===== config.mk =====
export PLATFORM = sky130hd
export DESIGN_NAME = calendar_date_counter_top_flat
export DESIGN_NICKNAME = d
export VERILOG_FILES = /design/src/cdc_pkg.sv /design/src/cdc_if.sv /design/src/cdc_mod25.sv /design/src/cdc_front.sv /design/src/cdc_core.sv /design/src/calendar_date_counter_top.sv /design/src/flat_wrapper.sv
export SDC_FILE = /design/constraint.sdc
export NUM_CORES = 1
export LEC_CHECK = 0
export ABC_CLOCK_PERIOD_IN_PS = 15230
export BUFFER_PORTS_ARGS = -buffer_cell sky130_fd_sc_hd__buf_2
export CAP_MARGIN = 20
export CORE_MARGIN = 2
export CORE_UTILIZATION = 60
export DETAILED_ROUTE_END_ITERATION = 7
export GPL_TIMING_DRIVEN = 0
export PLACE_DENSITY = 0.84
export SLEW_MARGIN = 20
export SYNTH_ARGS = -nofsm -noshare
export SYNTH_HDL_FRONTEND = slang
export SYNTH_SLANG_ARGS = --single-unit

===== constraint.sdc =====
create_clock -name clk -period 15.23 [get_ports clk]
set_input_delay 1.523 -clock clk [delete_from_list [all_inputs] [get_ports clk]]
set_output_delay 1.523 -clock clk [all_outputs]
set_load 0.05 [all_outputs]

===== src/cdc_pkg.sv =====
`timescale 1ns / 1ps
// Package for the calendar date counter: request and config codes, the item
// record passed from the front stage to the date core, and calendar helpers.
package cdc_pkg;

	typedef enum logic [2:0] {
		REQ_LOAD      = 3'd0,
		REQ_SET_DAY   = 3'd1,
		REQ_SET_MONTH = 3'd2,
		REQ_SET_YEAR  = 3'd3,
		REQ_NEXT_DAY  = 3'd4,
		REQ_PREV_DAY  = 3'd5
	} req_t;

	typedef enum logic [1:0] {
		CFG_DEF_DAY   = 2'd0,
		CFG_DEF_MONTH = 2'd1,
		CFG_DEF_YEAR  = 2'd2
	} cfg_idx_t;

	localparam int CFG_IDX_W  = 2;
	localparam int CFG_DATA_W = 16;
	localparam int CFG_YEAR_W = 16;

	localparam logic [4:0]  DAY_FIRST    = 5'd1;
	localparam logic [4:0]  DAY_DEC_LAST = 5'd31;
	localparam logic [4:0]  DAY_NONE     = 5'd0;
	localparam logic [3:0]  MONTH_JAN    = 4'd1;
	localparam logic [3:0]  MONTH_DEC    = 4'd12;
	localparam logic [3:0]  MONTH_NONE   = 4'd0;
	localparam logic [4:0]  R25_FIRST    = 5'd0;
	localparam logic [4:0]  R25_LAST     = 5'd24;

	localparam logic [4:0]  RST_DAY   = 5'd1;
	localparam logic [3:0]  RST_MONTH = 4'd1;
	localparam logic [15:0] RST_YEAR  = 16'd2000;
	localparam logic [4:0]  RST_R25   = 5'd0;   // 2000 mod 25

	typedef struct packed {
		req_t       req;
		logic [4:0] day;
		logic [3:0] month;
		logic       yr_over;
		logic [4:0] yr_r25;
	} item_t;

	// leap: divisible by 4 and not by 100, or by 400 (= by 16 and by 25)
	function automatic logic is_leap(input logic [3:0] lo, input logic [4:0] r25);
		return (lo[1:0] == 2'b00) && ((r25 != R25_FIRST) || (lo == 4'b0000));
	endfunction

	function automatic logic [4:0] month_len(input logic [3:0] m, input logic leap);
		logic [4:0] len;
		case (m)
			4'd2: len = leap ? 5'd29 : 5'd28;
			4'd4, 4'd6, 4'd9, 4'd11: len = 5'd30;
			4'd1, 4'd3, 4'd5, 4'd7, 4'd8, 4'd10, 4'd12: len = 5'd31;
			default: len = DAY_NONE;
		endcase
		return len;
	endfunction

endpackage


===== src/cdc_if.sv =====
`timescale 1ns / 1ps
// Channel interfaces for the calendar date counter: request, result and
// config write. Uses cdc_pkg for the config field widths.
interface cdc_req_if #(parameter int YEAR_BITS = 16);
	logic                 valid;
	logic                 ready;
	logic [2:0]           req_type;
	logic [4:0]           new_day;
	logic [3:0]           new_month;
	logic [YEAR_BITS-1:0] new_year;

	modport source (output valid, req_type, new_day, new_month, new_year, input ready);
	modport sink   (input valid, req_type, new_day, new_month, new_year, output ready);
endinterface

interface cdc_res_if #(parameter int YEAR_BITS = 16);
	logic                 valid;
	logic                 ready;
	logic [4:0]           cur_day;
	logic [3:0]           cur_month;
	logic [YEAR_BITS-1:0] cur_year;
	logic                 bad_date;

	modport source (output valid, cur_day, cur_month, cur_year, bad_date, input ready);
	modport sink   (input valid, cur_day, cur_month, cur_year, bad_date, output ready);
endinterface

interface cdc_cfg_if;
	logic                         valid;
	logic                         ready;
	logic [cdc_pkg::CFG_IDX_W-1:0]  index;
	logic [cdc_pkg::CFG_DATA_W-1:0] data;

	modport source (output valid, index, data, input ready);
	modport sink   (input valid, index, data, output ready);
endinterface


===== src/cdc_mod25.sv =====
`timescale 1ns / 1ps
// Year mod 25 by reciprocal multiply: q = (y * ceil(2^(N+5)/25)) >> (N+5).
// Uses cdc_pkg constants only through the caller.
module cdc_mod25 #(
	parameter int YEAR_BITS = 16
) (
	input  logic [YEAR_BITS-1:0] year,
	output logic [4:0]           r25
);
	localparam int SHIFT = YEAR_BITS + 5;
	localparam int PW    = 2 * YEAR_BITS + 1;
	localparam longint unsigned RECIP = ((64'd1 << SHIFT) + 64'd24) / 64'd25;
	localparam logic [YEAR_BITS:0] RECIP_C = RECIP[YEAR_BITS:0];

	logic [PW-1:0]          prod;
	logic [YEAR_BITS-5:0]   quot;
	logic [YEAR_BITS-1:0]   quot_x;
	logic [YEAR_BITS-1:0]   q25;
	logic [YEAR_BITS-1:0]   rem;

	assign prod   = PW'(year) * PW'(RECIP_C);
	assign quot   = prod[PW-1:SHIFT];
	assign quot_x = YEAR_BITS'(quot);
	assign q25    = (quot_x << 4) + (quot_x << 3) + quot_x;
	assign rem    = year - q25;
	assign r25    = rem[4:0];
endmodule


===== src/cdc_front.sv =====
`timescale 1ns / 1ps
// Front end: config registers, input register, default resolution for loads
// and year mod 25; feeds the date core. Depends on cdc_pkg, cdc_if, cdc_mod25.
module cdc_front #(
	parameter int YEAR_BITS = 16
) (
	input  logic                 clk,
	input  logic                 arst_n,
	cdc_req_if.sink              req,
	cdc_cfg_if.sink              cfg,
	input  logic                 core_ready,
	output logic                 item_valid,
	output cdc_pkg::item_t       item,
	output logic [YEAR_BITS-1:0] item_year
);
	import cdc_pkg::*;

	logic [4:0]            dflt_day_q;
	logic [3:0]            dflt_month_q;
	logic [CFG_YEAR_W-1:0] dflt_year_q;

	logic                  v_s1;
	logic [2:0]            type_s1;
	logic [4:0]            day_s1;
	logic [3:0]            month_s1;
	logic [YEAR_BITS-1:0]  year_s1;

	logic                  v_s2;
	item_t                 item_s2;
	logic [YEAR_BITS-1:0]  year_s2;

	logic                  en1, en2;
	logic                  is_load;
	logic [YEAR_BITS-1:0]  dflt_year;
	logic                  dflt_over;
	logic [YEAR_BITS-1:0]  res_year;
	logic [4:0]            res_r25;
	item_t                 nxt_item;

	assign cfg.ready = 1'b1;

	always_ff @(posedge clk or negedge arst_n) begin
		if (!arst_n) begin
			dflt_day_q   <= RST_DAY;
			dflt_month_q <= RST_MONTH;
			dflt_year_q  <= RST_YEAR;
		end else if (cfg.valid) begin
			case (cfg_idx_t'(cfg.index))
				CFG_DEF_DAY:   dflt_day_q   <= cfg.data[4:0];
				CFG_DEF_MONTH: dflt_month_q <= cfg.data[3:0];
				CFG_DEF_YEAR:  dflt_year_q  <= cfg.data[CFG_YEAR_W-1:0];
				default: ;
			endcase
		end
	end

	assign dflt_year = YEAR_BITS'(dflt_year_q);
	generate
		if (YEAR_BITS >= CFG_YEAR_W) begin : g_wide
			assign dflt_over = 1'b0;
		end else begin : g_narrow
			assign dflt_over = |dflt_year_q[CFG_YEAR_W-1:YEAR_BITS];
		end
	endgenerate

	assign en2       = !v_s2 || core_ready;
	assign en1       = !v_s1 || en2;
	assign req.ready = en1;

	always_ff @(posedge clk or negedge arst_n) begin
		if (!arst_n) begin
			v_s1 <= 1'b0;
			v_s2 <= 1'b0;
		end else begin
			if (en1) v_s1 <= req.valid;
			if (en2) v_s2 <= v_s1;
		end
	end

	always_ff @(posedge clk) begin
		if (en1 && req.valid) begin
			type_s1  <= req.req_type;
			day_s1   <= req.new_day;
			month_s1 <= req.new_month;
			year_s1  <= req.new_year;
		end
	end

	assign is_load  = (req_t'(type_s1) == REQ_LOAD);
	assign res_year = (is_load && year_s1 == '0) ? dflt_year : year_s1;

	cdc_mod25 #(.YEAR_BITS(YEAR_BITS)) u_mod25 (
		.year (res_year),
		.r25  (res_r25)
	);

	always_comb begin
		nxt_item.req     = req_t'(type_s1);
		nxt_item.day     = (is_load && day_s1 == DAY_NONE) ? dflt_day_q : day_s1;
		nxt_item.month   = (is_load && month_s1 == MONTH_NONE) ? dflt_month_q : month_s1;
		nxt_item.yr_over = is_load && (year_s1 == '0) && dflt_over;
		nxt_item.yr_r25  = res_r25;
	end

	always_ff @(posedge clk) begin
		if (en2 && v_s1) begin
			item_s2 <= nxt_item;
			year_s2 <= res_year;
		end
	end

	assign item_valid = v_s2;
	assign item       = item_s2;
	assign item_year  = year_s2;
endmodule


===== src/cdc_core.sv =====
`timescale 1ns / 1ps
// Date core: stored date with its year mod 25, one request applied per cycle
// while the result register is free or being read, result register. Depends on cdc_pkg and cdc_if.
module cdc_core #(
	parameter int YEAR_BITS = 16
) (
	input  logic                 clk,
	input  logic                 arst_n,
	input  logic                 item_valid,
	input  cdc_pkg::item_t       item,
	input  logic [YEAR_BITS-1:0] item_year,
	output logic                 core_ready,
	cdc_res_if.source            res
);
	import cdc_pkg::*;

	localparam logic [YEAR_BITS-1:0] YEAR_MAX = {YEAR_BITS{1'b1}};
	localparam logic [YEAR_BITS-1:0] YEAR_ONE = YEAR_BITS'(1);

	logic [4:0]           day_q;
	logic [3:0]           month_q;
	logic [YEAR_BITS-1:0] year_q;
	logic [4:0]           r25_q;

	logic                 out_v_q;
	logic [4:0]           out_day_q;
	logic [3:0]           out_month_q;
	logic [YEAR_BITS-1:0] out_year_q;
	logic                 out_bad_q;

	logic                 en3, take;
	logic                 leap_q, leap_op;
	logic [4:0]           len_q, len_op, len_prev;
	logic [4:0]           nxt_day;
	logic [3:0]           nxt_month;
	logic [YEAR_BITS-1:0] nxt_year;
	logic [4:0]           nxt_r25;
	logic                 nxt_bad;

	assign en3        = !out_v_q || res.ready;
	assign take       = en3 && item_valid;
	assign core_ready = en3;

	assign leap_q   = is_leap(year_q[3:0], r25_q);
	assign leap_op  = is_leap(item_year[3:0], item.yr_r25);
	assign len_q    = month_len(month_q, leap_q);
	assign len_prev = month_len(month_q - 4'd1, leap_q);

	always_comb begin
		nxt_day   = day_q;
		nxt_month = month_q;
		nxt_year  = year_q;
		nxt_r25   = r25_q;
		nxt_bad   = 1'b0;
		len_op    = DAY_NONE;
		case (item.req)
			REQ_LOAD: begin
				len_op = month_len(item.month, leap_op);
				if (len_op != DAY_NONE && item.day != DAY_NONE && item.day <= len_op &&
						!item.yr_over) begin
					nxt_day   = item.day;
					nxt_month = item.month;
					nxt_year  = item_year;
					nxt_r25   = item.yr_r25;
				end else begin
					nxt_bad = 1'b1;
				end
			end
			REQ_SET_DAY: begin
				if (len_q != DAY_NONE && item.day != DAY_NONE && item.day <= len_q)
					nxt_day = item.day;
				else
					nxt_bad = 1'b1;
			end
			REQ_SET_MONTH: begin
				len_op = month_len(item.month, leap_q);
				if (len_op != DAY_NONE && day_q != DAY_NONE && day_q <= len_op)
					nxt_month = item.month;
				else
					nxt_bad = 1'b1;
			end
			REQ_SET_YEAR: begin
				len_op = month_len(month_q, leap_op);
				if (len_op != DAY_NONE && day_q != DAY_NONE && day_q <= len_op) begin
					nxt_year = item_year;
					nxt_r25  = item.yr_r25;
				end else begin
					nxt_bad = 1'b1;
				end
			end
			REQ_NEXT_DAY: begin
				if (len_q == DAY_NONE) begin
					nxt_bad = 1'b1;
				end else if (day_q < len_q) begin
					nxt_day = day_q + 5'd1;
				end else if (month_q < MONTH_DEC) begin
					nxt_day   = DAY_FIRST;
					nxt_month = month_q + 4'd1;
				end else if (year_q != YEAR_MAX) begin
					nxt_day   = DAY_FIRST;
					nxt_month = MONTH_JAN;
					nxt_year  = year_q + YEAR_ONE;
					nxt_r25   = (r25_q == R25_LAST) ? R25_FIRST : r25_q + 5'd1;
				end else begin
					nxt_bad = 1'b1;
				end
			end
			REQ_PREV_DAY: begin
				if (len_q == DAY_NONE) begin
					nxt_bad = 1'b1;
				end else if (day_q > DAY_FIRST) begin
					nxt_day = day_q - 5'd1;
				end else if (month_q > MONTH_JAN) begin
					nxt_month = month_q - 4'd1;
					nxt_day   = len_prev;
				end else if (year_q != '0) begin
					nxt_day   = DAY_DEC_LAST;
					nxt_month = MONTH_DEC;
					nxt_year  = year_q - YEAR_ONE;
					nxt_r25   = (r25_q == R25_FIRST) ? R25_LAST : r25_q - 5'd1;
				end else begin
					nxt_bad = 1'b1;
				end
			end
			default: nxt_bad = 1'b1;
		endcase
	end

	always_ff @(posedge clk or negedge arst_n) begin
		if (!arst_n) begin
			day_q   <= RST_DAY;
			month_q <= RST_MONTH;
			year_q  <= YEAR_BITS'(RST_YEAR);
			r25_q   <= RST_R25;
			out_v_q <= 1'b0;
		end else begin
			if (en3) out_v_q <= item_valid;
			if (take) begin
				day_q   <= nxt_day;
				month_q <= nxt_month;
				year_q  <= nxt_year;
				r25_q   <= nxt_r25;
			end
		end
	end

	always_ff @(posedge clk) begin
		if (take) begin
			out_day_q   <= nxt_day;
			out_month_q <= nxt_month;
			out_year_q  <= nxt_year;
			out_bad_q   <= nxt_bad;
		end
	end

	assign res.valid     = out_v_q;
	assign res.cur_day   = out_day_q;
	assign res.cur_month = out_month_q;
	assign res.cur_year  = out_year_q;
	assign res.bad_date  = out_bad_q;

	a_date_valid: assert property (@(posedge clk) disable iff (!arst_n)
		(day_q != DAY_NONE) && (day_q <= month_len(month_q, leap_q)))
		else $error("stored date out of range");

	a_reject_holds: assert property (@(posedge clk) disable iff (!arst_n)
		(take && nxt_bad) |=> ($stable(day_q) && $stable(month_q) && $stable(year_q)))
		else $error("rejected request changed the date");

	a_r25_range: assert property (@(posedge clk) disable iff (!arst_n)
		r25_q <= R25_LAST)
		else $error("year residue out of range");

	a_result_matches: assert property (@(posedge clk) disable iff (!arst_n)
		take |=> (out_day_q == day_q && out_month_q == month_q && out_year_q == year_q))
		else $error("result differs from stored date");
endmodule


===== src/calendar_date_counter_top.sv =====
`timescale 1ns / 1ps
// Gregorian date counter (load, set day/month/year, next/previous day) with
// full leap-year rules. One request per cycle unless the result output stalls;
// a request passes through the input register, operand register and result
// register in that order, and the date registers are written when the core
// takes it. Rejected requests return the unchanged date with bad_date set.
// Config writes are taken every cycle and only change the defaults used by
// later loads.
// Depends on cdc_pkg, cdc_if, cdc_front and cdc_core.
module calendar_date_counter_top #(
	parameter int YEAR_BITS = 16
) (
	input  logic          clk,
	input  logic          arst_n,
	cdc_req_if.sink       req,
	cdc_res_if.source     res,
	cdc_cfg_if.sink       cfg
);
	import cdc_pkg::*;

	logic                 core_ready;
	logic                 item_valid;
	item_t                item;
	logic [YEAR_BITS-1:0] item_year;

	cdc_front #(.YEAR_BITS(YEAR_BITS)) u_front (
		.clk        (clk),
		.arst_n     (arst_n),
		.req        (req),
		.cfg        (cfg),
		.core_ready (core_ready),
		.item_valid (item_valid),
		.item       (item),
		.item_year  (item_year)
	);

	cdc_core #(.YEAR_BITS(YEAR_BITS)) u_core (
		.clk        (clk),
		.arst_n     (arst_n),
		.item_valid (item_valid),
		.item       (item),
		.item_year  (item_year),
		.core_ready (core_ready),
		.res        (res)
	);
endmodule


===== src/flat_wrapper.sv =====
// flat-port wrapper written by rule: the top's interface ports become plain ports
module calendar_date_counter_top_flat import cdc_pkg::*;
#(
	parameter int YEAR_BITS = 16
)
  (clk, arst_n, req_valid, req_req_type, req_new_day, req_new_month, req_new_year, req_ready, res_valid, res_cur_day, res_cur_month, res_cur_year, res_bad_date, res_ready, cfg_valid, cfg_index, cfg_data, cfg_ready);
  cdc_req_if #(.YEAR_BITS(YEAR_BITS)) req_i ();
  cdc_res_if #(.YEAR_BITS(YEAR_BITS)) res_i ();
  cdc_cfg_if cfg_i ();
  input  logic clk;
  input  logic arst_n;
  input wire logic [$bits(req_i.valid)-1:0] req_valid;
  input wire logic [$bits(req_i.req_type)-1:0] req_req_type;
  input wire logic [$bits(req_i.new_day)-1:0] req_new_day;
  input wire logic [$bits(req_i.new_month)-1:0] req_new_month;
  input wire logic [$bits(req_i.new_year)-1:0] req_new_year;
  output wire logic [$bits(req_i.ready)-1:0] req_ready;
  output wire logic [$bits(res_i.valid)-1:0] res_valid;
  output wire logic [$bits(res_i.cur_day)-1:0] res_cur_day;
  output wire logic [$bits(res_i.cur_month)-1:0] res_cur_month;
  output wire logic [$bits(res_i.cur_year)-1:0] res_cur_year;
  output wire logic [$bits(res_i.bad_date)-1:0] res_bad_date;
  input wire logic [$bits(res_i.ready)-1:0] res_ready;
  input wire logic [$bits(cfg_i.valid)-1:0] cfg_valid;
  input wire logic [$bits(cfg_i.index)-1:0] cfg_index;
  input wire logic [$bits(cfg_i.data)-1:0] cfg_data;
  output wire logic [$bits(cfg_i.ready)-1:0] cfg_ready;
  assign req_i.valid = req_valid;
  assign req_i.req_type = req_req_type;
  assign req_i.new_day = req_new_day;
  assign req_i.new_month = req_new_month;
  assign req_i.new_year = req_new_year;
  assign req_ready = req_i.ready;
  assign res_valid = res_i.valid;
  assign res_cur_day = res_i.cur_day;
  assign res_cur_month = res_i.cur_month;
  assign res_cur_year = res_i.cur_year;
  assign res_bad_date = res_i.bad_date;
  assign res_i.ready = res_ready;
  assign cfg_i.valid = cfg_valid;
  assign cfg_i.index = cfg_index;
  assign cfg_i.data = cfg_data;
  assign cfg_ready = cfg_i.ready;
  calendar_date_counter_top #(.YEAR_BITS(YEAR_BITS)) u_core (.clk(clk), .arst_n(arst_n), .req(req_i), .res(res_i), .cfg(cfg_i));
endmodule

==> impl_metrics.toml <==
[cts]
path_clk_slew_ps = 70
clkSinkCount = 145
htree_num_levels = 4
max-clock-path-buffers = 2
cts.repair.resized = 0
cts_hold_buf = 0
cts-root-buf = "clkbuf_16"
cts_setup_buffers = 0
cts_tree = "built"
clock_latency_ps = 440
cts_made_buffers = 17

[worst_setup_path]
end_kind = "register"
cpLargestDelayFamily = "adder cells"
cpMostUsedCell = "xnor2_1"
cp.arrival_ps = 10930
worstSetupPathType = "register to register"
startpoint_type = "register"
critPathMaxStageDelay_ps = 610
cp_num_buf_inv = 7
critPathSlowestCell = "fa_1"
required_ps = 15410
critPathMaxFanout = 10

[logic_synthesis]
synth_ff_type = "edfxtp_1"
seq_area_frac_synth_pct = 31.8
synthArstFlopShare_pct = 40.0
synth.distinct_cells = 84
synth.avg_cell_area_um2 = 9.86
synthCells = 1304
synth_edf_count = 87
synth_area_um2 = 12900
synth_warnings = 0
synth_nets = 1586
synth-seq-cells = 145

[sta]
hold_violations = 0
drv_slew = 0
tightest_slew_ps = 1080
rsz0062_at_grt = "false"
setup_viol = 0
skew_ps = 14.0
min_period_over_period_pct = 70.5
setup-tns-final_ps = 0
fmax_ghz = 0.0931
min_period_ps = 10740
maxSlewHeadroom_pct = 27.7

[route]
viasPerCell = 6.27
vias = 10600
dr.first_iter.drc_count = 960
drc = 0
drt_first_pass_iters = 6
totalWireLength_mm = 35.1
antenna_left = 0
avgRoutedWirePerCell_um = 20.7

[finish]
multiInputGateArea_um2 = 7810
regArea_um2 = 4080
synthToLayoutAreaGrowth_pct = 10.6
diodes = 0
fin_util_pct = 67.7
drive_above_1_share_pct = 13.1
layout.nets = 1684
fillers = 1569

[place]
dp_hpwl_mm = 27.0
gp_congestion = 0.959
port_buffers = 78

[grt]
gr-usage-all-layers_pct = 32.6
grt_pass1_wl_mm = 56.4
antenna_found_initial = 0
grt_max_degree = 36
first_global_vias = 10900
overflow = 0

[floorplanning]
core_um2 = 21000
initial_core_util_pct = 61.2
die-area_um2 = 22600
num_io_pins = 80
die_w_um = 150
die_y_um = 150
rows = 53

[job]
cap_violations = 0

[hold_path]
hold_class = "register to register"

[run_status]
status = "completed"
[registers in the layout (all words and copies together), names as in the netlist, 16 cells and up]
signal / cells
u_core.u_front.year_s1: 16
u_core.u_core.year_q: 16
u_core.u_front.item_year: 16
u_core.u_front.item: 17
u_core.u_front.dflt_year: 16
u_core.u_core.res.cur_year: 16
[synthesized netlist by cell type (all sizes together) (24+ instances only)]
cell | number | share of area (%)
inv | 194 | 5.7
ha | 138 | 13
fa | 93 | 14
edfxtp | 87 | 20
nand2 | 85 | 2.5
o21ai | 67 | 2.7
nor2 | 64 | 1.9
a21oi | 63 | 2.5
clkbuf | 46 | 1.4
dfrtp | 42 | 8.2
nor3 | 35 | 1.4
mux2 | 30 | 2.6
xnor2 | 27 | 1.8
nand3 | 26 | 1.0
a21o | 25 | 1.5
nor4 | 24 | 1.2
[worst paths after layout]
check | from | to | slack (ps) | depth (start not counted)
max | u_core.u_front.type_s1[1]$_DFFE_PP_ | u_core.u_front.item[4]$_DFFE_PP_ | 4490 | 38
min | u_core.u_front.type_s1[0]$_DFFE_PP_ | u_core.u_front.item[15]$_DFFE_PP_ | 480 | 0
max reg2reg | u_core.u_front.type_s1[1]$_DFFE_PP_ | u_core.u_front.item[4]$_DFFE_PP_ | 4490 | 38
min reg2reg | u_core.u_front.type_s1[0]$_DFFE_PP_ | u_core.u_front.item[15]$_DFFE_PP_ | 480 | 0
max in group asynchronous | arst_n | u_core.u_front.dflt_year[6]$_DFFE_PN1P_ | 13650 | 2
min in group asynchronous | arst_n | u_core.u_core.month_q[1]$_DFFE_PN0P_ | 990 | 1
[through the flow]
step	hold WS, ps	std cells	cell area [um2]	setup slack [ps]
6_report	476	1690	14200	4490
5_1_grt	473	1690	14200	3900
4_1_cts	477	1690	14200	4510
3_5_place_dp	458	1658	13600	4620
3_3_place_gp	465	1657	13600	4810
2_1_floorplan	427	1304	12900	6410
[metal layers]
metal | up-vias | global-route usage (%) | wire (um)
li1 | 4800 | - | -
met1 | 5125 | 41.6 | 14100
met2 | 545 | 53.6 | 16800
met3 | 120 | 6.64 | 2740
met4 | 0 | 15.2 | 1420
met5 | - | 0 | 0
[cell type report]
cell class	instances	share of cell area, %
Clock inverter	15	1.28
Timing Repair Buffer	79	2.90
Inverter	194	5.12
Buffer	56	1.70
Tap cell	275	2.42
Clock buffer	17	2.99
Sequential cell	145	28.7
Multi-Input combinational cell	909	54.9
[cell families after synthesis]
group,after synthesis,share of synthesized area [%]
simple gates,314,12.1
compound gates,291,15.1
xor+xnor,37,2.52
fa+ha+maj,231,27.9
mux,35,3.02
flops,145,31.8
other cells,1,0.0292
buf+inv,250,7.54
[cell usage in the layout, fill, tap and decap left out, drive strengths merged, types with 24 or more instances in the layout]
master  count
dfrtp      42
clkbuf     63
nor3       35
nor2       64
buf        89
xnor2      27
nor4       24
o21ai      67
mux2       30
inv       201
nand3      26
a21oi      63
nand2      85
ha        138
edfxtp     87
a21o       25
fa         93
Power is not shown: default switching activity piles up to over one toggle a cycle in this logic, so the estimate is an artifact.
